--- src/design/dhs_pkg.sv ---
// Package: payload types, codes and the task-to-identifier function.
`timescale 1ns / 1ps
package dhs_pkg;

   localparam int CSR_ADDR_WIDTH = 4;
   localparam int CSR_DATA_WIDTH = 32;
   localparam int MS_WIDTH       = 16;

   localparam logic [1:0] REG_SELECT_DWELL = 2'd0;
   localparam logic [1:0] REG_COMM_TIMEOUT = 2'd1;
   localparam logic [1:0] REG_MOVE_TIMEOUT = 2'd2;

   localparam logic [MS_WIDTH-1:0] SELECT_DWELL_RESET = 16'd100;
   localparam logic [MS_WIDTH-1:0] COMM_TIMEOUT_RESET = 16'd10000;
   localparam logic [MS_WIDTH-1:0] MOVE_TIMEOUT_RESET = 16'd30000;

   localparam logic [7:0] PIN_SELECT = 8'h01;
   localparam logic [7:0] PIN_VALID  = 8'h02;
   localparam logic [7:0] PIN_TRREQ  = 8'h04;
   localparam logic [7:0] PIN_BUSY   = 8'h08;
   localparam logic [7:0] PIN_COMPT  = 8'h10;
   localparam logic [7:0] PIN_CS     = 8'hE0;

   localparam logic [1:0] MOVE_CONFIRMED = 2'd1;
   localparam logic [1:0] MOVE_DONE      = 2'd2;
   localparam logic [1:0] MOVE_FAULT     = 2'd3;

   localparam logic [1:0] DONE_RUNNING = 2'd0;
   localparam logic [1:0] DONE_SUCCESS = 2'd1;
   localparam logic [1:0] DONE_ERROR   = 2'd2;

   localparam logic [2:0] ERR_NONE        = 3'd0;
   localparam logic [2:0] ERR_ID_GO       = 3'd1;
   localparam logic [2:0] ERR_VALID       = 3'd2;
   localparam logic [2:0] ERR_REQ         = 3'd3;
   localparam logic [2:0] ERR_CARRIER     = 3'd4;
   localparam logic [2:0] ERR_NO_READY    = 3'd5;
   localparam logic [2:0] ERR_END_TIMEOUT = 3'd6;

   localparam logic [3:0] TASK_ACQUIRE_A = 4'd1;
   localparam logic [3:0] TASK_ACQUIRE_B = 4'd4;
   localparam logic [3:0] TASK_CHARGER   = 4'd10;
   localparam logic [3:0] ID_CHARGER     = 4'd9;
   localparam logic [3:0] TASK_LAST      = 4'd13;

   typedef struct packed {
      logic       req_type;
      logic [3:0] task_req;
      logic       id_ack;
      logic       go_line;
      logic       unload_req;
      logic       load_req;
      logic       ready_line;
      logic       tray_front;
      logic       tray_rear;
      logic [1:0] move_status;
      logic       valid_readback;
      logic       trreq_readback;
   } req_payload_type;

   typedef struct packed {
      logic       select_pin;
      logic       valid_pin;
      logic       trreq_pin;
      logic       busy_pin;
      logic       compt_pin;
      logic [2:0] cs_pins;
      logic       id_publish;
      logic [3:0] id_index;
      logic       busy_report;
      logic [1:0] done_status;
      logic [2:0] fault_code;
      logic       move_error;
   } rsp_payload_type;

   function automatic logic [3:0] id_of_task(input logic [3:0] task_num);
      logic [3:0] id;
      if (task_num == TASK_CHARGER) begin
         id = ID_CHARGER;
      end else if (task_num != 4'd0 && task_num <= TASK_LAST) begin
         id = task_num;
      end else begin
         id = 4'd0;
      end
      return id;
   endfunction

endpackage

--- src/design/dhs_channels.sv ---
// Interfaces: valid/ready channels for request and response transfers.
`timescale 1ns / 1ps
interface dhs_req_if;
   logic                     valid;
   logic                     ready;
   dhs_pkg::req_payload_type data;

   modport source (output valid, output data, input ready);
   modport sink (input valid, input data, output ready);
endinterface

interface dhs_rsp_if;
   logic                     valid;
   logic                     ready;
   dhs_pkg::rsp_payload_type data;

   modport source (output valid, output data, input ready);
   modport sink (input valid, input data, output ready);
endinterface

--- src/design/docking_handshake_sequencer.sv ---
// Top level: docking transfer handshake sequencer with APB register port.
// Each accepted request yields one registered response; one request per cycle
// while the skid register is empty. The step update is combinational; a
// two-entry output (result register plus skid register) accepts one more
// request while a response stalls; request ready is low while the skid is full.
// Reset: idle end state, timer and error cleared, pins low, registers at defaults.
`timescale 1ns / 1ps
module docking_handshake_sequencer (
   input  logic                                 clock,
   input  logic                                 reset,
   dhs_req_if.sink                              req_if,
   dhs_rsp_if.source                            rsp_if,
   input  logic                                 psel,
   input  logic                                 penable,
   input  logic                                 pwrite,
   input  logic [dhs_pkg::CSR_ADDR_WIDTH-1:0]   paddr,
   input  logic [dhs_pkg::CSR_DATA_WIDTH-1:0]   pwdata,
   output logic [dhs_pkg::CSR_DATA_WIDTH-1:0]   prdata,
   output logic                                 pready
);
   import dhs_pkg::*;

   typedef enum logic [3:0] {
      ST_START, ST_SEL_DWELL, ST_ID_WAIT, ST_GO_WAIT, ST_REQ_WAIT, ST_CARRIER,
      ST_TRREQ_ON, ST_READY_ON, ST_MOVE_CONF, ST_MOVE_DONE, ST_FINISH,
      ST_READY_OFF, ST_ERROR, ST_SUCCESS, ST_END
   } step_type;

   logic [MS_WIDTH-1:0] dwell_ff, comm_ff, move_ff;
   step_type            state_ff, state_in;
   logic [MS_WIDTH-1:0] elapsed_ff, elapsed_in, elapsed_inc;
   logic [7:0]          pins_ff, pins_in;
   logic [2:0]          err_ff, err_in;

   logic                out_valid_ff, skid_valid_ff;
   rsp_payload_type     out_data_ff, skid_data_ff, result;

   logic                req_fire, rsp_fire, csr_write;
   logic                dwell, comm, publish, report, merr;
   logic [3:0]          idx;
   logic [1:0]          done;
   req_payload_type     rq;

   assign rq        = req_if.data;
   assign req_if.ready = !skid_valid_ff;
   assign req_fire  = req_if.valid && req_if.ready;
   assign rsp_fire  = out_valid_ff && rsp_if.ready;
   assign rsp_if.valid = out_valid_ff;
   assign rsp_if.data  = out_data_ff;

   assign pready    = 1'b1;
   assign csr_write = psel && penable && pwrite && pready;

   always_ff @(posedge clock) begin
      if (reset) begin
         dwell_ff <= SELECT_DWELL_RESET;
         comm_ff  <= COMM_TIMEOUT_RESET;
         move_ff  <= MOVE_TIMEOUT_RESET;
      end else if (csr_write) begin
         unique case (paddr[3:2])
            REG_SELECT_DWELL: dwell_ff <= pwdata[MS_WIDTH-1:0];
            REG_COMM_TIMEOUT: comm_ff  <= pwdata[MS_WIDTH-1:0];
            REG_MOVE_TIMEOUT: move_ff  <= pwdata[MS_WIDTH-1:0];
            default: ;
         endcase
      end
   end

   always_comb begin
      unique case (paddr[3:2])
         REG_SELECT_DWELL: prdata = {{(CSR_DATA_WIDTH-MS_WIDTH){1'b0}}, dwell_ff};
         REG_COMM_TIMEOUT: prdata = {{(CSR_DATA_WIDTH-MS_WIDTH){1'b0}}, comm_ff};
         REG_MOVE_TIMEOUT: prdata = {{(CSR_DATA_WIDTH-MS_WIDTH){1'b0}}, move_ff};
         default:          prdata = '0;
      endcase
   end

   always_comb begin
      state_in    = state_ff;
      elapsed_in  = elapsed_ff;
      pins_in     = pins_ff;
      err_in      = err_ff;
      publish     = 1'b0;
      idx         = 4'd0;
      report      = 1'b0;
      done        = DONE_RUNNING;
      merr        = 1'b0;
      elapsed_inc = (elapsed_ff == {MS_WIDTH{1'b1}}) ? elapsed_ff : elapsed_ff + 16'd1;
      dwell       = elapsed_inc >= dwell_ff;
      comm        = elapsed_inc >= comm_ff;

      if (rq.req_type) begin
         state_in   = ST_START;
         elapsed_in = '0;
         err_in     = ERR_NONE;
      end else begin
         elapsed_in = elapsed_inc;
         unique case (state_ff)
            ST_START: begin
               pins_in    = pins_ff | PIN_SELECT;
               elapsed_in = '0;
               state_in   = ST_SEL_DWELL;
            end
            ST_SEL_DWELL: begin
               if (dwell) begin
                  publish    = 1'b1;
                  idx        = id_of_task(rq.task_req);
                  elapsed_in = '0;
                  state_in   = ST_ID_WAIT;
               end
            end
            ST_ID_WAIT: begin
               if (dwell) begin
                  if (rq.id_ack) begin
                     pins_in    = pins_ff & ~PIN_SELECT;
                     elapsed_in = '0;
                     state_in   = ST_GO_WAIT;
                  end else if (comm) begin
                     err_in     = ERR_ID_GO;
                     elapsed_in = '0;
                     state_in   = ST_ERROR;
                  end
               end
            end
            ST_GO_WAIT: begin
               if (dwell) begin
                  if (rq.go_line) begin
                     pins_in    = pins_ff | PIN_VALID;
                     elapsed_in = '0;
                     state_in   = ST_REQ_WAIT;
                  end else if (comm) begin
                     err_in     = ERR_VALID;
                     elapsed_in = '0;
                     state_in   = ST_ERROR;
                  end
               end
            end
            ST_REQ_WAIT: begin
               if (rq.unload_req) begin
                  elapsed_in = '0;
                  state_in   = ST_CARRIER;
               end else if (rq.load_req) begin
                  elapsed_in = '0;
                  state_in   = ST_TRREQ_ON;
               end else if (comm) begin
                  err_in     = ERR_REQ;
                  elapsed_in = '0;
                  state_in   = ST_ERROR;
               end else if (!rq.valid_readback) begin
                  pins_in = pins_ff | PIN_VALID;
               end
            end
            ST_CARRIER: begin
               if ((rq.task_req == TASK_ACQUIRE_A || rq.task_req == TASK_ACQUIRE_B)
                   && (rq.tray_front || rq.tray_rear)) begin
                  err_in     = ERR_CARRIER;
                  elapsed_in = '0;
                  state_in   = ST_ERROR;
               end else begin
                  state_in = ST_TRREQ_ON;
               end
            end
            ST_TRREQ_ON: begin
               pins_in    = pins_ff | PIN_TRREQ;
               elapsed_in = '0;
               state_in   = ST_READY_ON;
            end
            ST_READY_ON: begin
               if (rq.ready_line) begin
                  pins_in    = pins_ff | PIN_BUSY;
                  report     = 1'b1;
                  elapsed_in = '0;
                  state_in   = ST_MOVE_CONF;
               end else if (elapsed_inc >= move_ff) begin
                  err_in     = ERR_NO_READY;
                  elapsed_in = '0;
                  state_in   = ST_ERROR;
               end else if (!rq.trreq_readback) begin
                  pins_in = pins_ff | PIN_TRREQ;
               end
            end
            ST_MOVE_CONF: begin
               if (rq.move_status == MOVE_CONFIRMED) begin
                  elapsed_in = '0;
                  state_in   = ST_MOVE_DONE;
               end
            end
            ST_MOVE_DONE: begin
               if (rq.move_status == MOVE_DONE) begin
                  elapsed_in = '0;
                  state_in   = ST_FINISH;
               end else if (rq.move_status == MOVE_FAULT) begin
                  elapsed_in = '0;
                  merr       = 1'b1;
               end
            end
            ST_FINISH: begin
               pins_in    = (pins_ff & ~(PIN_BUSY | PIN_TRREQ)) | PIN_COMPT;
               elapsed_in = '0;
               state_in   = ST_READY_OFF;
            end
            ST_READY_OFF: begin
               if (!rq.ready_line) begin
                  pins_in    = pins_ff & ~(PIN_COMPT | PIN_VALID | PIN_CS);
                  elapsed_in = '0;
                  state_in   = ST_SUCCESS;
               end else if (comm) begin
                  err_in     = ERR_END_TIMEOUT;
                  elapsed_in = '0;
                  state_in   = ST_ERROR;
               end
            end
            ST_ERROR: begin
               done     = DONE_ERROR;
               state_in = ST_END;
            end
            ST_SUCCESS: begin
               done     = DONE_SUCCESS;
               state_in = ST_END;
            end
            default: begin
               state_in = ST_END;
            end
         endcase
      end

      result.select_pin  = pins_in[0];
      result.valid_pin   = pins_in[1];
      result.trreq_pin   = pins_in[2];
      result.busy_pin    = pins_in[3];
      result.compt_pin   = pins_in[4];
      result.cs_pins     = pins_in[7:5];
      result.id_publish  = publish;
      result.id_index    = idx;
      result.busy_report = report;
      result.done_status = done;
      result.fault_code  = err_in;
      result.move_error  = merr;
   end

   always_ff @(posedge clock) begin
      if (reset) begin
         state_ff   <= ST_END;
         elapsed_ff <= '0;
         pins_ff    <= '0;
         err_ff     <= ERR_NONE;
      end else if (req_fire) begin
         state_ff   <= state_in;
         elapsed_ff <= elapsed_in;
         pins_ff    <= pins_in;
         err_ff     <= err_in;
      end
   end

   always_ff @(posedge clock) begin
      if (reset) begin
         out_valid_ff  <= 1'b0;
         skid_valid_ff <= 1'b0;
      end else if (rsp_fire || !out_valid_ff) begin
         if (skid_valid_ff) begin
            out_valid_ff  <= 1'b1;
            skid_valid_ff <= 1'b0;
         end else begin
            out_valid_ff <= req_fire;
         end
      end else if (req_fire) begin
         skid_valid_ff <= 1'b1;
      end
   end

   always_ff @(posedge clock) begin
      if (rsp_fire || !out_valid_ff) begin
         out_data_ff <= skid_valid_ff ? skid_data_ff : result;
      end
      if (req_fire && out_valid_ff && !rsp_fire) begin
         skid_data_ff <= result;
      end
   end

endmodule

--- src/flat_wrapper.sv ---
// flat-port wrapper written by rule: the top's interface ports become plain ports
module docking_handshake_sequencer_flat import dhs_pkg::*;
  (clock, reset, psel, penable, pwrite, paddr, pwdata, prdata, pready, req_if_valid, req_if_data, req_if_ready, rsp_if_valid, rsp_if_data, rsp_if_ready);
  dhs_req_if req_if_i ();
  dhs_rsp_if rsp_if_i ();
  input  logic clock;
  input  logic reset;
  input  logic psel;
  input  logic penable;
  input  logic pwrite;
  input  logic [dhs_pkg::CSR_ADDR_WIDTH-1:0] paddr;
  input  logic [dhs_pkg::CSR_DATA_WIDTH-1:0] pwdata;
  output logic [dhs_pkg::CSR_DATA_WIDTH-1:0] prdata;
  output logic pready;
  input wire logic [$bits(req_if_i.valid)-1:0] req_if_valid;
  input wire logic [$bits(req_if_i.data)-1:0] req_if_data;
  output wire logic [$bits(req_if_i.ready)-1:0] req_if_ready;
  output wire logic [$bits(rsp_if_i.valid)-1:0] rsp_if_valid;
  output wire logic [$bits(rsp_if_i.data)-1:0] rsp_if_data;
  input wire logic [$bits(rsp_if_i.ready)-1:0] rsp_if_ready;
  assign req_if_i.valid = req_if_valid;
  assign req_if_i.data = req_if_data;
  assign req_if_ready = req_if_i.ready;
  assign rsp_if_valid = rsp_if_i.valid;
  assign rsp_if_data = rsp_if_i.data;
  assign rsp_if_i.ready = rsp_if_ready;
  docking_handshake_sequencer u_core (.clock(clock), .reset(reset), .req_if(req_if_i), .rsp_if(rsp_if_i), .psel(psel), .penable(penable), .pwrite(pwrite), .paddr(paddr), .pwdata(pwdata), .prdata(prdata), .pready(pready));
endmodule
--- config.mk ---
export PLATFORM = sky130hd
export DESIGN_NAME = docking_handshake_sequencer_flat
export DESIGN_NICKNAME = d
export VERILOG_FILES = /design/src/design/dhs_pkg.sv /design/src/design/dhs_channels.sv /design/src/design/docking_handshake_sequencer.sv /design/src/flat_wrapper.sv
export SDC_FILE = /design/constraint.sdc
export NUM_CORES = 1
export LEC_CHECK = 0
export BUFFER_PORTS_ARGS = -buffer_cell sky130_fd_sc_hd__buf_2
export CAP_MARGIN = 20
export CORE_UTILIZATION = 34
export CTS_CLUSTER_SIZE = 14
export DETAILED_ROUTE_END_ITERATION = 10
export GPL_ROUTABILITY_DRIVEN = 0
export SYNTH_ARGS = -nofsm -noshare
export SYNTH_HDL_FRONTEND = slang
export SYNTH_SLANG_ARGS = --single-unit
--- constraint.sdc ---
create_clock -name clock -period 4.37 [get_ports clock]
set_input_delay 0.874 -clock clock [delete_from_list [all_inputs] [get_ports clock]]
set_output_delay 0.874 -clock clock [all_outputs]
set_load 0.01 [all_outputs]
# --- Word-level counts from Yosys, hierarchy flattened ---
# Index checks and enable logic that the tools add are counted.
word_totals:
  elab_cells: 173
  out_inout_bits: 55
  ram_bits: 0
  mem_count: 0
  latchBits: 0
  inputBits: 59
  mem_bits_ro: 0
  regBits: 121
classes:
  n_reduce_logical: 23
  n_addsub: 1
  shift: 0
  bitwise: 0
  mul: 0
  mux: 84
  n_eq_ne: 28
  n_lt_le_gt_ge: 4
  n_div: 0
op_table:
  columns: ["op", "count"]
  rows:
  - ["$mux W16", 17]
  - ["$pmux W16 S10", 1]
  - ["$mux W4", 21]
  - ["$pmux W8 S8", 1]
  - ["$mux W3", 17]
  - ["$ge A16 B16 Y1", 3]
  - ["$pmux W16 S3", 1]
  - ["$pmux W4 S12", 1]
  - ["$eq A4 B4 Y1 const B", 7]
  - ["$eq A4 B3 Y1 const B", 5]
  - ["$mux W20", 1]
  - ["$pmux W3 S6", 1]
  - ["$add A16 B1 Y16 const B", 1]
  - ["$eq A16 B16 Y1 const B", 1]
  - ["$mux W8", 2]
  - ["$ne A3 B2 Y1 const B", 5]
  - ["$mux W2", 7]
  - ["$mux W1", 13]
  - ["$eq A4 B1 Y1 const B", 2]
  - ["$eq A4 B2 Y1 const B", 2]
  - ["$logic_and A1 B1 Y1", 8]
  - ["$reduce_and A7 Y1", 1]
  - ["$eq A2 B2 Y1 const B", 3]
  - ["$reduce_and A2 Y1", 3]
  - ["11 further kinds", 16]

# --- Logic depth before layout (Yosys ltp) ---
# Gate-level depths: netlist of run 1.
depth:
  depth_word: 9
  ltp_mapped: 17
  mapped_depth_nobuf: 15

# --- Worst setup path after synthesis of run 1 ---
# No wires, ideal clock.
synth_path:
  path_type: "flip-flop to flip-flop"
  startpoint: "register u_core.elapsed_ff[7]"
  endpoint: "register u_core.out_data_ff (netlist bit u_core.rsp_if.data[18]) (data pin)"
  required_time_ns: 4.110
  n_path_buf: 1
  path_stages_with_launch: 16
  arrival_ns: 3.510
  slack_ns: 0.600
  cell_sequence: "dfxtp_1 > and4_1 > nand3_1 > or3_1 > clkbuf_1 > nand4_1 > xnor2_1 > ha_1 > and3_1 > o311a_1 > o31ai_4 > nand3_4 > a31oi_1 > o21ai_1 > a32o_2 > mux2_4"
synth_via:
  elab_chain_len: 9
  word_cells_on_any_way: 15
synth_lines:
  columns: ["item", "line", "source"]
  rows:
  - ["start, declared", "docking_handshake_sequencer.sv:31", "logic [MS_WIDTH-1:0] elapsed_ff, elapsed_in, elapsed_inc;"]
  - ["start signal, assigned", "docking_handshake_sequencer.sv:249", "elapsed_ff <= elapsed_in;"]
  - ["$add A16 B1 Y16 or $eq A16 B16 Y1 (tied branches)", "docking_handshake_sequencer.sv:88", "elapsed_inc = (elapsed_ff == {MS_WIDTH{1'b1}}) ? elapsed_ff : elapsed_ff + 16'd1;"]
  - ["$mux W16 *", "docking_handshake_sequencer.sv:88", null]
  - ["$ge A16 B16 Y1", "docking_handshake_sequencer.sv:90", "comm = elapsed_inc >= comm_ff;"]
  - ["$mux W2", "docking_handshake_sequencer.sv:145", "end else if (comm) begin"]
  - ["$mux W2", "docking_handshake_sequencer.sv:142", "end else if (rq.load_req) begin"]
  - ["$mux W2", "docking_handshake_sequencer.sv:139", "if (rq.unload_req) begin"]
  - ["$pmux W8 S8 *", "docking_handshake_sequencer.sv:98", "unique case (state_ff)"]
  - ["$mux W8 *", "docking_handshake_sequencer.sv:92", "if (rq.req_type) begin"]
  - ["via u_core.pins_in[1]", "docking_handshake_sequencer.sv:32", "logic [7:0] pins_ff, pins_in;"]
  - ["$mux W20 *", "docking_handshake_sequencer.sv:273", "out_data_ff <= skid_valid_ff ? skid_data_ff : result;"]
  - ["end signal, assigned", "docking_handshake_sequencer.sv:273", null]
  - ["end, declared", "docking_handshake_sequencer.sv:36", "rsp_payload_type out_data_ff, skid_data_ff, result;"]
# The timed path passes the listed nets; every way through them passes the cells marked *.
# A chain may end at the register's enable or synchronous reset.

# --- Final worst setup path of run 1 ---
layout_path:
  startpoint: "register u_core.elapsed_ff[4]"
  endpoint: "register u_core.out_data_ff (netlist bit u_core.rsp_if.data[2]) (data pin)"
layout_via:
  elab_chain_len: 9
  word_cells_on_any_way: 22
layout_lines:
  columns: ["item", "line", "source"]
  rows:
  - ["$add A16 B1 Y16 or $eq A16 B16 Y1 (tied branches)", "docking_handshake_sequencer.sv:88", null]
  - ["$mux W16 *", "docking_handshake_sequencer.sv:88", null]
  - ["$ge A16 B16 Y1", "docking_handshake_sequencer.sv:90", null]
  - ["$mux W3 (on tied branches)", "docking_handshake_sequencer.sv:145, docking_handshake_sequencer.sv:118, docking_handshake_sequencer.sv:131", null]
  - ["$mux W3 (on tied branches)", "docking_handshake_sequencer.sv:142, docking_handshake_sequencer.sv:114, docking_handshake_sequencer.sv:127", null]
  - ["$mux W3 (on tied branches)", "docking_handshake_sequencer.sv:139, docking_handshake_sequencer.sv:113, docking_handshake_sequencer.sv:126", null]
  - ["$pmux W3 S6 *", "docking_handshake_sequencer.sv:98", null]
  - ["$mux W3 *", "docking_handshake_sequencer.sv:92", null]
  - ["via u_core.err_in[1]", "docking_handshake_sequencer.sv:33", "logic [2:0] err_ff, err_in;"]
  - ["$mux W20 *", "docking_handshake_sequencer.sv:273", null]
# Marked as above.

==> run metrics, run 1 <==
RSZ-0062 raised after global routing=no; Synthesis Warnings=0; TritonCTS clock tree=yes; predominant post-synthesis flop cell=dfxtp_1; Layout fillers=2134; flops & latches, synth=121; I/O Buffers=78; drt initial violations=322; Design Power=2.88 mW; Max Slew Vio Count=0; Gate power share=about a tenth; power share of the clock group=47.4%; WP data required=4.54 ns; share of cells above drive strength 1=a little under a fifth; minimum clock period after layout=4.10 ns; Post-synth EDFFs=40; Leak=3.54 nW; hold_buf cts=0; GRT Total Usage=17.8%; first-pass GRT wire length=30.1 mm; Syn Inst Count=roughly 840; VDD IR max=roughly 260 uV; asr flop ratio synth=0%; slew at the pin with the worst max-slew slack=a little under 1 ns; row count=52; Root Driver=clkbuf_16; Post-Route Utilization=41.4%; GR Overflow Total=0; # Max-Cap Violations=0; Setup crit end kind=flip-flop; detailed-route via count=6206; Max Clk Rate=between 200 and 250 MHz; clk sinks=121; Hold Vio Cnt, Final=0; Worst-path clk slew=0.06 ns; reg2reg start=u_core.elapsed_ff[4]; n_diodes=0; Clock Skew=0.00924 ns; clock insertion delay at the later pin of the skew report=0.43 ns; Post-route DRC=0; Worst Path Max Fanout=9; CTS buffer count=17; DRT Pass-1 Iters=5; total negative slack=0 ns; worst relative slew slack=approximately a third; die width=between 100 and 150 um; crit start category=flip-flop; Die Ht=148 um; CORE AREA=20600 um^2; leading cell type in the layout, fill and taps excluded=nand2_1; Reg power frac=between 40% and 50%; starting density of the core=35.2%; most frequent cells in the layout=nand2_1 (137), dfxtp_1 (81), buf_2 (78); Post-CTS Setup Inserts=0; Tcrit/Tclk final=93.8%; Final HPWL DP=13.4 mm; Seq/Total Area, Yosys=39.0%; hold_sp=u_core.pins_ff[6]; H-tree level count=4; Pint=roughly 2.1 mW; total wire length=18.7 mm; clock buffer depth=2; switch share=27.1%; sw power=0.781 mW; Antenna Nets Post-Route=0; CP startpoint=u_core.elapsed_ff[4]; top-area cell type share of the netlist area=22.4%; mapped cell area=7230 um^2; post-synth top area cell=dfxtp_1; top cells by area, synth=dfxtp_1 (22%), edfxtp_1 (17%), ha_1 (8.5%); vias in the first global route=5773; endpoints failing setup=0; largest net degree at the start of global routing=57; type of the worst min-delay path=flip-flop to flip-flop; die area=21900 um^2; Resize count post-CTS=0; # IOs=114; Data arrival, critical path=4.27 ns; vias per cell=5.14; initial antenna violation count=0; Layout Nets=about 1000; class of the most critical setup path=flip-flop to flip-flop; status=finished, final reports clean; PD cells=338 nW/um^2; Avg Inst Size Synth=8.57 um^2; Routed WL per cell=between 15 and 20 um; Layout Area Growth over Synthesis=17.8%; Synth cell types=75
==> worst max-delay path: stages, from the launching register on <==
cell and delay [ns]:
dfxtp_1 0.40, and4_1 0.22, nand3_1 0.18, or3_1 0.52, nand4_1 0.16, xnor2_1 0.25
ha_1 0.33, and3_1 0.16, o311a_1 0.36, o31ai_4 0.26, nand3_4 0.18, and3_1 0.25
o31ai_4 0.20, a21oi_2 0.11, mux2_2 0.27
==> final timing paths <==
kind / cells after the start / end / slack (ns)
max reg2reg: 14 / u_core.rsp_if.data[2] / 0.27
max: 14 / u_core.rsp_if.data[2] / 0.27
min reg2reg: 1 / u_core.pins_ff[6] / 0.45
min: 1 / u_core.pins_ff[6] / 0.45
==> synthesized netlist by cell type, types with 3 or more instances <==
cell type,number
a211oi_1,9
a21oi_1,66
a22oi_1,14
a31o_1,3
a31oi_1,5
and2_1,10
and3_1,13
and4_1,5
buf_1,6
buf_4,18
clkbuf_1,34
dfxtp_1,81
edfxtp_1,40
ha_1,49
inv_1,56
mux2_2,15
mux2i_1,21
nand2_1,137
nand2b_1,5
nand3_1,16
nand4_1,9
nor2_1,63
nor2b_1,9
nor3_1,11
o211ai_1,20
o21a_1,6
o21ai_0,38
o21ai_1,6
o22ai_1,5
o31ai_1,3
or3_1,6
xnor2_1,10
==> power groups by stage <==
stage	clock, mW	sequential (mW)	combinational, mW
2_1_floorplan	0	1.24	0.197
3_3_place_gp	0	1.25	0.291
3_5_place_dp	0	1.25	0.291
4_1_cts	1.39	1.22	0.294
5_1_grt	1.43	1.23	0.323
6_report	1.36	1.22	0.294
==> cell families after synthesis <==
group / Yosys count / share of synthesized area (%)
simple gates: 298 / 19.3
mux: 37 / 5.45
other cells: 2 / 0.104
flops: 121 / 39.0
compound gates: 208 / 19.2
fa+ha+maj: 49 / 8.48
xor+xnor: 12 / 1.45
buf+inv: 117 / 7.01
==> final cells by class <==
class	instances	area [um^2]	area share, %
Clock buffer	17	425	4.99
Clock inverter	15	143	1.67
Inverter	59	221	2.60
Multi-Input combinational cell	621	3980	46.7
Sequential cell	121	2820	33.1
Tap cell	270	338	3.97
Timing Repair Buffer	104	586	6.88
==> state kept, by name (all words and copies together), names as in the netlist <==
name                  flops
u_core.rsp_if.data       20
u_core.skid_data_ff      20
u_core.comm_ff           16
u_core.dwell_ff          16
u_core.elapsed_ff        16
u_core.move_ff           16
u_core.pins_ff            8
u_core.state_ff           4
u_core.err_ff             3
u_core.rsp_if.valid       1
u_core.skid_valid_ff      1
==> stage by stage <==
step                instances  hold slack [ns]  worst slack [ns]  cell area [um^2]
floorplan                 859            0.421             0.600              7290
global placement         1175            0.437             0.334              7940
detailed placement       1175            0.442             0.214              7940
CTS                      1207            0.460             0.186              8500
global route             1207            0.474            0.0211              8520
finish                   1207            0.453             0.272              8520
==> layer usage <==
| metal | GRT usage [%] | vias up | routed length [um] |
|---|---|---|---|
| met5 | 0 | - | 0 |
| met4 | 5.98 | 0 | 259 |
| met3 | 3.55 | 22 | 1090 |
| met2 | 27.1 | 196 | 8270 |
| met1 | 24.9 | 2860 | 9080 |
| li1 | - | 3128 | - |
Power figures use the tool's default switching activity.
==> run 2: changes to the inputs <==
Settings changed: CAP_MARGIN 20 to 10, CORE_MARGIN from default to 5.
==> run metrics, run 2 (synthesis gave the netlist of run 1 again) <==
CP startpoint=u_core.elapsed_ff[4]; leading cell type in the layout, fill and taps excluded=nand2_1; type of the worst min-delay path=flip-flop to flip-flop; Worst path most repeated cell=a31o_1; minimum clock period after layout=4.14 ns; H-tree level count=4; Worst Path Max Fanout=9; reg2reg setup slack=between 0.2 and 0.25 ns; # IOs=114; slowest stage delay, CP=0.54 ns; Layout Area Growth over Synthesis=17.4%; Routed WL per cell=16.0 um; largest net degree at the start of global routing=65; die width=approximately 160 um; Worst Hold Path EP=u_core.pins_ff[7]; Tcrit/Tclk final=94.7%; total wire length=19.3 mm; first-pass GRT wire length=slightly above 30 mm; Layout Nets=1025; Post-Route Utilization=about two fifths; clock buffer depth=2; Root Driver=clkbuf_16; Final Cell Area=roughly 8500 um^2; # Max-Cap Violations=0; Final HPWL DP=~14 mm; clock insertion delay at the later pin of the skew report=0.43 ns; WP data required=4.56 ns; Placed Cells=1173; Leak=3.52 nW; total negative slack=0 ns; share of cells above drive strength 1=18.5%; PD cells=343 nW/um^2; initial antenna violation count=0; reg2reg end=u_core.rsp_if.data[3]; status=finished, final reports clean; CORE AREA=between 20000 and 25000 um^2; r2r worst-path depth=13; n_diodes=0; row count=53; Clock Skew=0.00986 ns; clk sinks=121; hold_sp=u_core.pins_ff[7]; vias in the first global route=5953; DRT Pass-1 Iters=5; Worst-path clk slew=0.06 ns; most frequent cells in the layout=nand2_1 (137), dfxtp_1 (81), buf_2 (78); DP Worst Slack=0.196 ns; RSZ-0062 raised after global routing=no; VDD IR max=290 uV; Data arrival, critical path=4.33 ns; crit start category=flip-flop; starting density of the core=34.5%; Hold Vio Cnt, Final=0; detailed-route via count=6261; hold path depth=1; Placed Area=7890 um^2; slowest CP cell=or3_1; die area=between 20000 and 25000 um^2; vias per cell=5.20; Antenna Nets Post-Route=0; Setup crit end kind=flip-flop; hold_buf cts=0; crit-path cells=and4_1, nand3_1, or3_1, nand4_1, xnor2_1, ha_1, and3_1, o311a_1, o31ai_4, nand3_4, a31o_1, a31o_1, o31ai_1; Die Ht=about 160 um; slew at the pin with the worst max-slew slack=1.00 ns; TritonCTS clock tree=yes; Final WS setup=between 0.2 and 0.25 ns; reg2reg start=u_core.elapsed_ff[4]; class of the most critical setup path=flip-flop to flip-flop; Post-route DRC=0; Non-Filler Instances=1205; worst relative slew slack=33.2%; I/O Buffers=78; drt initial violations=~370; GRT Total Usage=15.9%; GR Overflow Total=0; CTS buffer count=17; Max Clk Rate=~240 MHz; Max Slew Vio Count=0; endpoints failing setup=0
run 2: stage by stage:
stage	total power, mW	hold slack (ns)
2_1_floorplan	1.44	0.421
3_3_place_gp	1.54	0.436
3_5_place_dp	1.54	0.436
4_1_cts	2.93	0.452
5_1_grt	3.02	0.485
6_report	2.91	0.453
run 2: cell type report:
cell class	instances	area [um^2]
repair buffers	97	533
well taps	275	344
clock inverters	15	150
flip-flops and latches	121	2820
clock buffers	17	425
fillers	2137	12500
inverters	59	221
multi-input cells	621	3990
run 2: worst max-delay path by stage:
stage / slack [ns] / endpoint / cells after the start
after floorplan: 0.60 / u_core.rsp_if.data[18] / 15
after global placement: 0.27 / u_core.rsp_if.data[3] / 13
after detailed placement: 0.20 / u_core.rsp_if.data[1] / 14
after CTS: 0.17 / u_core.rsp_if.data[1] / 14
after global routing: 0.02 / u_core.rsp_if.data[3] / 13
final: 0.23 / u_core.rsp_if.data[3] / 13
run 2: report_power, final:
group	leakage [nW]	total, mW	internal (mW)	switching, mW
Clock	0.278	1.39	0.803	0.592
Sequential	1.07	1.23	1.20	0.0309
Combinational	2.17	0.290	0.109	0.180
Total	3.52	2.91	2.11	0.803
run 2: critical path, delay by kind of cell (launching register included):
kind            cells  cell delay, ns
compound gates      5            1.50
xor+xnor            1            0.25
fa+ha+maj           1            0.33
flops               1            0.40
simple gates        6            1.41
run 2: layer usage:
metal	vias to the layer above	wire [um]	global-route usage (%)	share of wire [%]
met1	2912	9270	22.4	48
li1	3117	-	-	-
met4	0	316	5.13	1.6
met2	208	8430	24.2	44
met3	24	1260	3.47	6.5
met5	-	0	0	0
run 2: timing repair:
action	in CTS	in global routing
setup endpoints to repair	0	15
setup buffers	0	0
resized for setup	0	4
==> run 3: changes to the inputs <==
--- a/config.mk
+++ b/config.mk
@@ -13,4 +13,5 @@
 export DETAILED_ROUTE_END_ITERATION = 10
 export GPL_ROUTABILITY_DRIVEN = 0
+export SETUP_SLACK_MARGIN = 0.02
 export SYNTH_ARGS = -nofsm -noshare
 export SYNTH_HDL_FRONTEND = slang
==> constraint.sdc (replaced) <==
create_clock -name clock -period 4.37 [get_ports clock]
set_input_delay 0 -clock clock [delete_from_list [all_inputs] [get_ports clock]]
set_output_delay 0 -clock clock [all_outputs]
set_load 0.01 [all_outputs]
==> run metrics, run 3 (synthesis gave the netlist of run 1 again) <==
CP top delay family=simple AND/OR/NAND/NOR gates; routed metal-1 wirelength=9.53 mm; H-tree level count=4; Leak=3.60 nW; class of the most critical setup path=flip-flop to flip-flop; Worst path most repeated cell=ha_1; Final HPWL DP=13.9 mm; Worst Path Max Fanout=9; largest net degree at the start of global routing=65; leading cell type in the layout, fill and taps excluded=nand2_1; initial antenna violation count=0; Design Power=2.93 mW; Max Clk Rate=243 MHz; drt initial violations=approximately 350; Worst-path clk slew=0.07 ns; starting density of the core=34.5%; total wire length=19.5 mm; share of cells above drive strength 1=18.0%; VDD IR max=289 uV; crit start category=flip-flop; GR Overflow Total=0; I/O Buffers=78; Met2 Wirelength=8.85 mm; status=finished, final reports clean; Max Slew Vio Count=0; metal3 WL=965 um; Antenna Nets Post-Route=0; crit-path cells=ha_1, nand3_1, or3_1, nand4_1, xnor2_1, ha_1, and3_1, o311a_1, o31ai_4, nand3_4, a31oi_1, o21ai_1, a32o_2, mux2_4; Data arrival, critical path=around 4.3 ns; Layout fillers=2118; clock buffer depth=2; # IOs=114; Setup crit end kind=flip-flop; Tcrit/Tclk final=a little over nine tenths; slowest CP cell=or3_1; total negative slack=0 ns; slowest stage delay, CP=0.55 ns; type of the worst min-delay path=primary input to flip-flop; die area=24300 um^2; Root Driver=clkbuf_16; Layout Nets=1044; sw power=about 0.8 mW; endpoints failing setup=0; vias in the first global route=5991; Hold Vio Cnt, Final=0; minimum clock period after layout=between 4 and 5 ns; CTS buffer count=17; most frequent cells in the layout=nand2_1 (137), dfxtp_1 (81), buf_2 (78); # Max-Cap Violations=0; detailed-route via count=6279; vias per cell=5.13; DRT Pass-1 Iters=5; Die Ht=156 um; worst relative slew slack=about two fifths; DP Worst Slack=around 0.24 ns; switch share=27.5%; Buf/Inv on CP=0; Top Layer Used=met4; Gate power share=10.5%; WP data required=approximately 4.5 ns; die width=between 150 and 200 um; Routed WL per cell=15.9 um; clk sinks=121; Final WS setup=0.254 ns; Post-route DRC=0; clock insertion delay at the later pin of the skew report=0.42 ns; CORE AREA=21000 um^2; Layout Area Growth over Synthesis=20.0%; power share of the clock group=~48%; TritonCTS clock tree=yes; slew at the pin with the worst max-slew slack=a little under 0.9 ns; Clock Skew=roughly 0.012 ns; RSZ-0062 raised after global routing=yes; first-pass GRT wire length=between 30 and 40 mm; row count=53; PD cells=337 nW/um^2; GRT Total Usage=15.9%; Reg power frac=between 40% and 50%; n_diodes=0; Pint=2.12 mW
run 3: metal layers:
metal | up-vias | GRT usage, %
met4 | 0 | 3.71
met1 | 2960 | 22.2
li1 | 3145 | -
met2 | 158 | 25.2
met3 | 16 | 3.38
met5 | - | 0
run 3: cell type report:
type                    count  area (um^2)  area share, %
flip-flops and latches    121         2820           32.5
repair buffers            116          726           8.36
multi-input cells         621         3990           45.9
inverters                  59          221           2.55
clock inverters            15          151           1.74
well taps                 275          344           3.97
clock buffers              17          425           4.90
run 3: worst register-to-register path, cell delays in order, from the launching register on:
cell and delay, ns:
dfxtp_1 0.38, ha_1 0.24, nand3_1 0.18, or3_1 0.55
nand4_1 0.17, xnor2_1 0.23, ha_1 0.32, and3_1 0.15
o311a_1 0.36, o31ai_4 0.26, nand3_4 0.17, a31oi_1 0.21
o21ai_1 0.07, a32o_2 0.30, mux2_4 0.26
run 3: through the flow:
step / cells / area (um^2) / hold slack, ns / utilization [%]
CTS: 1224 / 8660 / 0.00189 / 41.3
global placement: 1172 / 7880 / 0.265 / 37.6
floorplan: 859 / 7290 / 0.136 / -
global route: 1224 / 8680 / 0.0179 / 41.4
detailed placement: 1172 / 7880 / 0.268 / 37.6
finish: 1224 / 8680 / 0.0215 / 41.4
run 3: power by group through the flow:
| stage | clock network, mW | registers (mW) | logic (mW) |
|---|---|---|---|
| final | 1.40 | 1.22 | 0.307 |
| after global routing | 1.48 | 1.23 | 0.339 |
| after CTS | 1.42 | 1.22 | 0.307 |
| after detailed placement | 0 | 1.25 | 0.293 |
| after global placement | 0 | 1.25 | 0.292 |
| after floorplan | 0 | 1.24 | 0.197 |
run 3: worst paths after layout:
path / start / to / slack [ns] / depth (start not counted)
setup / recovery: u_core.elapsed_ff[0] / u_core.rsp_if.data[18] / 0.25 / 14
hold / removal: req_if_data[12] / u_core.skid_data_ff[7] / 0.02 / 2
setup reg to reg: u_core.elapsed_ff[0] / u_core.rsp_if.data[18] / 0.25 / 14
hold reg to reg: u_core.pins_ff[7] / u_core.pins_ff[7] / 0.45 / 1
run 3: repair_timing:
action | 4_1_cts | 5_1_grt
resized for setup | 0 | 3
hold buffers | 20 | 0
hold endpoints to repair | 52 | 0
endpoints found under the setup margin | 0 | 25
setup buffers | 0 | 0
